### src/rtl/assert_macros.svh
// Assertion macros shared by the angular size cull RTL.
// Depends on nothing; included by modules that check their own logic.
`ifndef ASSERT_MACROS_SVH
`define ASSERT_MACROS_SVH

// Check an implication or condition at every clock edge out of reset.
`define IASC_ASSERT(label, clk, rst_n, prop, msg) \
	label: assert property (@(posedge clk) disable iff (!rst_n) prop) else $error(msg);

// Check that a condition in this cycle implies another in the next cycle.
`define IASC_ASSERT_NEXT(label, clk, rst_n, ante, cons, msg) \
	label: assert property (@(posedge clk) disable iff (!rst_n) (ante) |=> (cons)) else $error(msg);

`endif

### src/rtl/iasc_mul_lane.sv
// One multiplier lane: signed shift-add multiply, one multiplier bit per cycle.
// Depends on assert_macros.svh; no package types.
`default_nettype none
`include "assert_macros.svh"

module iasc_mul_lane #(
	parameter int A_BITS = 8,
	parameter int B_BITS = 8
) (
	input  logic                             clk,
	input  logic                             arst_n,
	input  logic                             start,
	input  logic signed [A_BITS-1:0]         a,
	input  logic signed [B_BITS-1:0]         b,
	output logic                             done,
	output logic signed [A_BITS+B_BITS-1:0]  p
);

	localparam int P_BITS   = A_BITS + B_BITS;
	localparam int CNT_BITS = $clog2(B_BITS);

	logic [A_BITS-1:0]   a_mag;
	logic [B_BITS-1:0]   b_mag;
	logic [P_BITS-1:0]   mcand_q;
	logic [B_BITS-1:0]   mplier_q;
	logic [P_BITS-1:0]   acc_q;
	logic                neg_q;
	logic                run_q;
	logic                done_q;
	logic [CNT_BITS-1:0] cnt_q;

	// Take magnitudes; the sign is applied at the end
	assign a_mag = a[A_BITS-1] ? (~a + A_BITS'(1)) : a;
	assign b_mag = b[B_BITS-1] ? (~b + B_BITS'(1)) : b;

	// Step counter and done strobe
	always_ff @(posedge clk or negedge arst_n) begin
		if (!arst_n) begin
			run_q  <= 1'b0;
			done_q <= 1'b0;
			cnt_q  <= '0;
		end else begin
			done_q <= 1'b0;
			if (start) begin
				run_q <= 1'b1;
				cnt_q <= '0;
			end else if (run_q) begin
				cnt_q <= CNT_BITS'(cnt_q + 1'b1);
				if (cnt_q == CNT_BITS'(B_BITS - 1)) begin
					run_q  <= 1'b0;
					done_q <= 1'b1;
				end
			end
		end
	end

	// Add the shifted multiplicand for each set multiplier bit
	always_ff @(posedge clk) begin
		if (start) begin
			mcand_q  <= P_BITS'(a_mag);
			mplier_q <= b_mag;
			acc_q    <= '0;
			neg_q    <= a[A_BITS-1] ^ b[B_BITS-1];
		end else if (run_q) begin
			if (mplier_q[0]) begin
				acc_q <= acc_q + mcand_q;
			end
			mcand_q  <= mcand_q << 1;
			mplier_q <= mplier_q >> 1;
		end
	end

	assign done = done_q;
	assign p    = neg_q ? $signed(-acc_q) : $signed(acc_q);

	`IASC_ASSERT(a_lane_done_after_run, clk, arst_n, done_q |-> $past(run_q), "lane done without a run")
	`IASC_ASSERT(a_lane_no_restart, clk, arst_n, start |-> !run_q, "lane restarted while running")

endmodule

`default_nettype wire

### config.mk
export PLATFORM = sky130hd
export DESIGN_NAME = iasc_mul_lane
export DESIGN_NICKNAME = d
export VERILOG_FILES = /design/src/rtl/iasc_mul_lane.sv
export VERILOG_INCLUDE_DIRS = /design/src /design/src/rtl
export SDC_FILE = /design/constraint.sdc
export NUM_CORES = 1
export LEC_CHECK = 0
export CAP_MARGIN = 20
export CORE_UTILIZATION = 50
export DETAILED_ROUTE_END_ITERATION = 16
export DONT_BUFFER_PORTS = 1
export GPL_ROUTABILITY_DRIVEN = 0
export GPL_TIMING_DRIVEN = 0
export PLACE_DENSITY = 0.64
export SKIP_CTS_REPAIR_TIMING = 1
export SLEW_MARGIN = 20
export SYNTH_ARGS = -nofsm -noshare
export SYNTH_HDL_FRONTEND = slang
export SYNTH_SLANG_ARGS = --single-unit
### constraint.sdc
create_clock -name clk -period 3.49 [get_ports clk]
set_input_delay 0.1745 -clock clk [delete_from_list [all_inputs] [get_ports clk]]
set_output_delay 0.1745 -clock clk [all_outputs]
set_load 0.005 [all_outputs]
# Word-level counts from Yosys, hierarchy flattened
# Index checks and enable logic that the tools add are counted.
[word_totals] word_cells=34 register_bits=46 input_bits=19 out_inout_bits=17
[op_classes] muxes=15 n_eq_ne=1 n_bitwise=3 reduce_logical=2 n_addsub=5
[op_table] op="8-bit 2-to-1 mux" n=6
[op_table] op="16-bit adder" n=1
[op_table] op="8-bit by 2-bit adder with 8-bit output (second input constant)" n=2
[op_table] op="16-bit 2-to-1 mux" n=1
[op_table] op="16-bit negation" n=1
[op_table] op="8-bit NOT" n=2
[op_table] op="1-bit 2-to-1 mux" n=6
[op_table] op="3-bit 2-to-1 mux" n=2
[op_table] op="3-bit by 1-bit adder with 3-bit output (second input constant)" n=1
[op_table] op="3-bit == test (second input constant)" n=1
[op_table] op="2-bit AND reduction" n=1
[op_table] op="2-bit nonzero test" n=1
[op_table] op="1-bit XOR" n=1

# Depth between registers and ports, before layout
# Gate-level depths: netlist (run 1).
[depth] word_depth=4 ltp_mapped=8 ltp_nobuf=8

# Worst setup path before layout (run 1)
# No wires, ideal clock.
[synth_path] kind="reg2reg" startpoint="register mcand_q[0]" endpoint="register acc_q[12]" n_path_buf=0 slack_ps=1145 synth_period_minus_slack_ps=2345 arrival_ps=2228 required_ps=3373 path_stages_with_launch=9 setup_time_ps=117 path_cell_list="edfxtp_1 ha_1 fa_1 a21oi_1 o211a_1 nor3b_1 o31a_1 or3_1 a32o_1"
[synth_between] elab_chain_len=1
[synth_lines] element="start: declaration" line_no="iasc_mul_lane.sv:24" source="logic [P_BITS-1:0] mcand_q;"
[synth_lines] element="start signal: assignment" line_no="iasc_mul_lane.sv:60" source="mcand_q <= P_BITS'(a_mag);"
[synth_lines] element="start signal: assignment" line_no="iasc_mul_lane.sv:68" source="mcand_q <= mcand_q << 1;"
[synth_lines] element="16-bit adder" line_no="iasc_mul_lane.sv:66" source="acc_q <= acc_q + mcand_q;"
[synth_lines] element="end signal: assignment" line_no="iasc_mul_lane.sv:66"
[synth_lines] element="end: declaration" line_no="iasc_mul_lane.sv:26" source="logic [P_BITS-1:0] acc_q;"
# No other way between the ends.
# A chain may end at the register's enable or synchronous reset.

# Final worst setup path (run 1)
# Ends and elaborated chain as after synthesis.

==> out/qor.txt, run 1 <==
Area of the multi-input gates: 1808 um2
Dpl cells: 411
Reg area: 1116 um2
Via count: 2395
Routed wire per std cell: 14.68 um
Seq/Total Area, Yosys: 0.3677
Startpoint types: flop
DR WL met2: 2.734 mm
Port-buffer cells: 0
Largest net degree at the start of global routing: 17
Grt ovf: 0
Max Slew Vio Count: 0
Clock Latency Late Sink: 300 ps
Uppermost layer routed: met4
Mux cell area share after synthesis: 0.05070
Number of fill cells in the layout: 540
Gate Count Post-Synth: 336
Core Area: 5886 um2
Vias in the first global route: 2229
Detailed-route DRC error count: 0
Initial Util: 0.5157
Synthesized cell area: 3035 um2
Part of the cycle the worst path needs: 0.7425
Fin crit period: 2591 ps
Worst slew pin tran: 596.6 ps
CTS tree: done
Routed wl met3: 219 um
Synth area leader: edfxtp_1
Status: completed
Final WS setup: 898.7 ps
Remaining antenna violation count: 0
Most frequent cell after synthesis: nor2_1
Wl on met1: 3.152 mm
Required @ worst endpoint: 3680 ps
VDD IR-drop max: 0.2837 mV
Post-Route Utilization: 0.5538
WHS: 76.75 ps
Total CTS buffers: 5
Synth Net Count: 376
DRT Pass-1 Iters: 6
Synth async-reset ratio: 0.1087
Die Wd: 79.92 um
Post-synth top area share: 0.1682
Final Hold Viols: 0
Row count: 28
H-tree depth: 2
EDFF count, synth: 17
Die area: 6386 um2
Worst slack, placed: 913.2 ps
Post-detail-place hpwl: 4.709 mm
Maxcap violations: 0
Setup violators final: 0
Largest family of logic cells by synthesized area: simple AND/OR/NAND/NOR gates
XOR/XNOR Fraction of Synth Area: 0.09522
Synth top area cells: edfxtp_1 (17%), dfxtp_1 (16%), ha_1 (8.2%)
Die Ht: 79.92 um
Post-synthesis simple-gate area fraction: 0.1863
Drt total wl: 6.180 mm
1st-iter DRT viols: 187
Clock tree sinks: 46
Layout cells sized above 1: 0.06069
GRT Overall Usage: 0.2133
Area growth syn-to-layout: 7.379%
Compound-Gate Fraction of Synth Area: 0.1744
Final nets: 385
Post-Synth Adder-Cell Area: 0.08904
Slew margin rel.: 0.6022
Post-Layout Cell Count: 421
I/O pin count: 36
Synth warn: 0
Avg Cell Area, Syn: 9.034 um2
PwrDens: 499.9 nW/um2
Post-synth top cells: nor2_1 (33), nand2_1 (32), a21oi_1 (30), dfxtp_1 (24), xnor2_1 (22)
Synth Register Bits: 46
Antenna diodes: 0
F_max: 385.9 MHz
CTS max path bufs: 2
Post-synth cell types: 61
Final setup TNS: 0 ps
Root buffer cell: clkbuf_8
Vias per cell: 5.689
Crit Path Class: flop to flop
First-pass GRT wire length: 10.48 mm
Ys flop type: dfxtp_1
Crit-path max FO: 3
Worst min-delay path category: input pin to flop
Leak: 0.001373 uW
WP data arrival: 2790 ps
Initial antenna violation count: 0
Clock skew: 4.898 ps
Reg clk slew, reported paths: 90 ps
Crit path capture type: flop
RSZ-0062 raised after global routing: no
==> report_power, final <==
part	internal [uW]	switching (uW)	leakage (uW)
registers	616	67.8	0.000437
logic	241	306	0.000884
clock network	214	185	0.0000514
total	1070	559	0.00137
==> sequential cells by signal, summed over array words and instances (netlist names) <==
name	count
acc_q	16
cnt_q	3
done	1
mcand_q	16
mplier_q	8
neg_q	1
run_q	1
==> per-stage QoR <==
step | cell area, um2 | power [uW]
after floorplan | 3035 | 1138
after global placement | 3129 | 1226
after detailed placement | 3129 | 1236
after CTS | 3239 | 1634
after global routing | 3259 | 1745
final | 3259 | 1629
==> worst paths after layout <==
check | from | to | slack, ps | cells past startpoint
min in group asynchronous | arst_n | done$_DFF_PN0_ | 150 | 1
max reg2reg | mcand_q[0]$_SDFFCE_PN0P_ | acc_q[12]$_SDFFE_PP0P_ | 900 | 8
max in group asynchronous | arst_n | cnt_q[0]$_DFFE_PN0P_ | 3150 | 1
max | mcand_q[0]$_SDFFCE_PN0P_ | acc_q[12]$_SDFFE_PP0P_ | 900 | 8
min reg2reg | acc_q[0]$_SDFFE_PP0P_ | acc_q[0]$_SDFFE_PP0P_ | 510 | 2
min | a[0] | mcand_q[0]$_SDFFCE_PN0P_ | 80 | 1
==> kinds of logic after synthesis <==
logic type	after synthesis
xor+xnor	33
fa+ha+maj	21
mux	15
compound gates	80
flops	46
simple gates	113
buf+inv	28
==> cell type report <==
cell class / instances / area share
Tap cell: 75 / 0.02879
Sequential cell: 46 / 0.3424
Timing Repair Buffer: 2 / 0.006142
Multi-Input combinational cell: 262 / 0.5547
Inverter: 11 / 0.01267
Clock buffer: 6 / 0.02226
Clock inverter: 2 / 0.01152
Buffer: 17 / 0.02150
==> cell usage in the layout, fill, tap and decap left out, drive strengths merged, types with 3 or more instances in the layout <==
cell and instances:
buf 5, nand2 32, edfxtp 17, nor3 5, or3 8, inv 11
o21ai 15, ha 20, dfrtp 5, mux2i 12, nor3b 3, nand3 10
or4 3, xnor2 22, a21oi 31, clkbuf 18, a21o 4, xor2 11
dfxtp 24, mux2 3, o31ai 6, nor2b 3, nor2 33
==> critical path, cell delays in order, from the launching register on <==
cell and delay (ps):
edfxtp_1 420, ha_1 230, fa_1 420, a21oi_1 230
o211a_1 230, nor3b_1 90, o31a_1 310, or3_1 310
a32o_1 250
==> per-layer routing <==
metal	track usage	up-vias
li1	-	1227
met1	0.2956	1105
met2	0.3453	56
met3	0.03429	7
met4	0.05357	0
met5	0	-
Note: power is estimated with default switching activity, not from simulation.
==> inputs of run 2 (changes only) <==
Settings changed: ABC_AREA from default to 1, PLACE_DENSITY 0.64 to 0.67.
Clock period 3.49 ns to 2.25 ns, I/O delays scaled along.
==> out/qor.txt, run 2 <==
Status: finished with violations
Failing checks: hold timing
EDFF count, synth: 17
VDD IR-drop max: 0.3360 mV
Die Ht: 82.91 um
Layout cells sized above 1: 0.04508
Port-buffer cells: 0
Clock skew: 4.810 ps
Detailed-route DRC error count: 0
WP data arrival: 1850 ps
CTS tree: done
Post-synth cell types: 32
Startpoint types: flop
Maxcap violations: 0
Most frequent cell after synthesis: nand2_1
Ys flop type: dfxtp_1
Via count: 2973
Remaining antenna violation count: 0
Leak: 0.001824 uW
Worst slack, placed: 339.6 ps
RSZ-0062 raised after global routing: no
Gate Count Post-Synth: 477
Crit-path max FO: 4
Clock Latency Late Sink: 300 ps
Grt ovf: 0
Post-detail-place hpwl: 5.994 mm
Design Power: 2206 uW
Drt total wl: 7.858 mm
Post-Route Utilization: 0.5492
Final nets: 527
Post-synth top area share: 0.1560
Fin crit period: 1960 ps
Number of fill cells in the layout: 621
Vias per cell: 5.262
Synth Net Count: 517
Seq/Total Area, Yosys: 0.3410
F_max: 510.1 MHz
Root buffer cell: clkbuf_8
Vias in the first global route: 2937
Row count: 29
PwrDens: 632.5 nW/um2
Die Wd: 82.91 um
Final WS setup: 289.5 ps
Commonest cells after routing, fill and taps aside: nand2_1 (130), inv_1 (89), nand3_1 (36), nor2_1 (32), o21ai_0 (29)
Synth async-reset ratio: 0.1087
Die area: 6874 um2
Crit path capture type: output pin
1st-iter DRT viols: 192
Initial antenna violation count: 0
DRT Pass-1 Iters: 6
Synth Register Bits: 46
CTS max path bufs: 2
Largest net degree at the start of global routing: 24
I/O pin count: 36
Synth area leader: edfxtp_1
Synth warn: 0
Clock tree sinks: 46
First-pass GRT wire length: 13.43 mm
Registers with the most flip-flops: acc_q x16, mcand_q x16, mplier_q x8
Total CTS buffers: 5
Worst min-delay path category: input pin to flop
Initial Util: 0.5155
Final setup TNS: 0 ps
Synthesized cell area: 3273 um2
Area growth syn-to-layout: 6.537%
Area of the multi-input gates: 1760 um2
GRT Overall Usage: 0.2397
Reg area: 1116 um2
Part of the cycle the worst path needs: 0.8713
Avg Cell Area, Syn: 6.862 um2
Slew margin rel.: 0.4233
H-tree depth: 2
Required @ worst endpoint: 2140 ps
Antenna diodes: 0
Setup violators final: 0
Final Hold Viols: 1
Core Area: 6350 um2
Reg clk slew, reported paths: 90 ps
Synth top area cells: edfxtp_1 (16%), nand2_1 (15%), dfxtp_1 (15%)
Worst slew pin tran: 862.9 ps
Routed wire per std cell: 13.91 um
Max Slew Vio Count: 0
WHS: -13.36 ps
Post-synth top cells: nand2_1 (130), inv_1 (89), nand3_1 (36), nor2_1 (32), o21ai_0 (29)
Crit Path Class: flop to output pin
Commonest non-fill, non-tap cell in the layout: nand2_1
==> run 2: cell count changes after synthesis, moves of 8 or more <==
cell,before,now
nand2_1,32,130
inv_1,11,89
mux2i_1,12,0
clkbuf_1,12,4
xnor2_1,22,5
xor2_1,11,24
nand3_1,9,36
o21ai_0,15,29
==> run 2: per-layer routing <==
layer,part of all wire,wire length (um),GRT usage,vias to the layer above
met1,0.46,3622,0.3154,1360
met5,0,0,0,-
li1,-,-,-,1524
met3,0.057,444,0.03678,10
met2,0.46,3653,0.4069,79
met4,0.018,138,0.07053,0
==> run 2: per-stage QoR <==
stage / cells / instance area [um2]
finish: 565 / 3487
global route: 565 / 3487
CTS: 562 / 3457
detailed placement: 554 / 3369
global placement: 554 / 3369
floorplan: 477 / 3273
==> run 2: worst paths after layout <==
| path | from | to | slack [ps] | cells after the start |
|---|---|---|---|---|
| min | a[0] | mcand_q[0]$_SDFFCE_PN0P_ | -10 | 2 |
| max reg2reg | mcand_q[0]$_SDFFCE_PN0P_ | acc_q[14]$_SDFFE_PP0P_ | 320 | 12 |
| min in group asynchronous | arst_n | run_q$_DFF_PN0_ | 100 | 1 |
| max | acc_q[1]$_SDFFE_PP0P_ | p[10] | 290 | 9 |
| max in group asynchronous | arst_n | done$_DFF_PN0_ | 1960 | 1 |
| min reg2reg | mcand_q[14]$_SDFFE_PP0P_ | mcand_q[14]$_SDFFE_PP0P_ | 520 | 2 |
==> run 2: power by group <==
| part | switching [uW] | internal (uW) |
|---|---|---|
| Combinational | 428 | 239 |
| Sequential | 71.1 | 945 |
| Clock | 303 | 220 |
| Total | 801 | 1400 |
==> run 2: critical path, cell delays in order, from the launching register on <==
cell and delay, ps:
dfxtp_1 350, inv_1 120, ha_1 180, nand3_1 120, nor2_1 100, nand2_1 100, nor2_1 100, nand3_1 110
nand2_1 150, xor2_1 210
==> run 2: cell type report <==
cell class | instances | share of cell area
multi-input combinational | 329 | 0.5048
sequential | 46 | 0.3201
inverter | 90 | 0.09688
tap | 77 | 0.02763
clock buffer | 6 | 0.02081
buffer | 12 | 0.01686
timing repair buffer | 3 | 0.008611
clock inverter | 2 | 0.004306
==> run 2: logic make-up (layout without fill, tap and decap cells) <==
family,after synthesis,after routing,share of synthesized area
XOR/XNOR,29,29,0.07760
flip-flops,46,46,0.3410
AND/OR/NAND/NOR,214,214,0.2722
buffers and inverters,102,113,0.1212
adder cells (fa/ha/maj),21,21,0.08257
AO/OA/AOI/OAI,65,65,0.1055
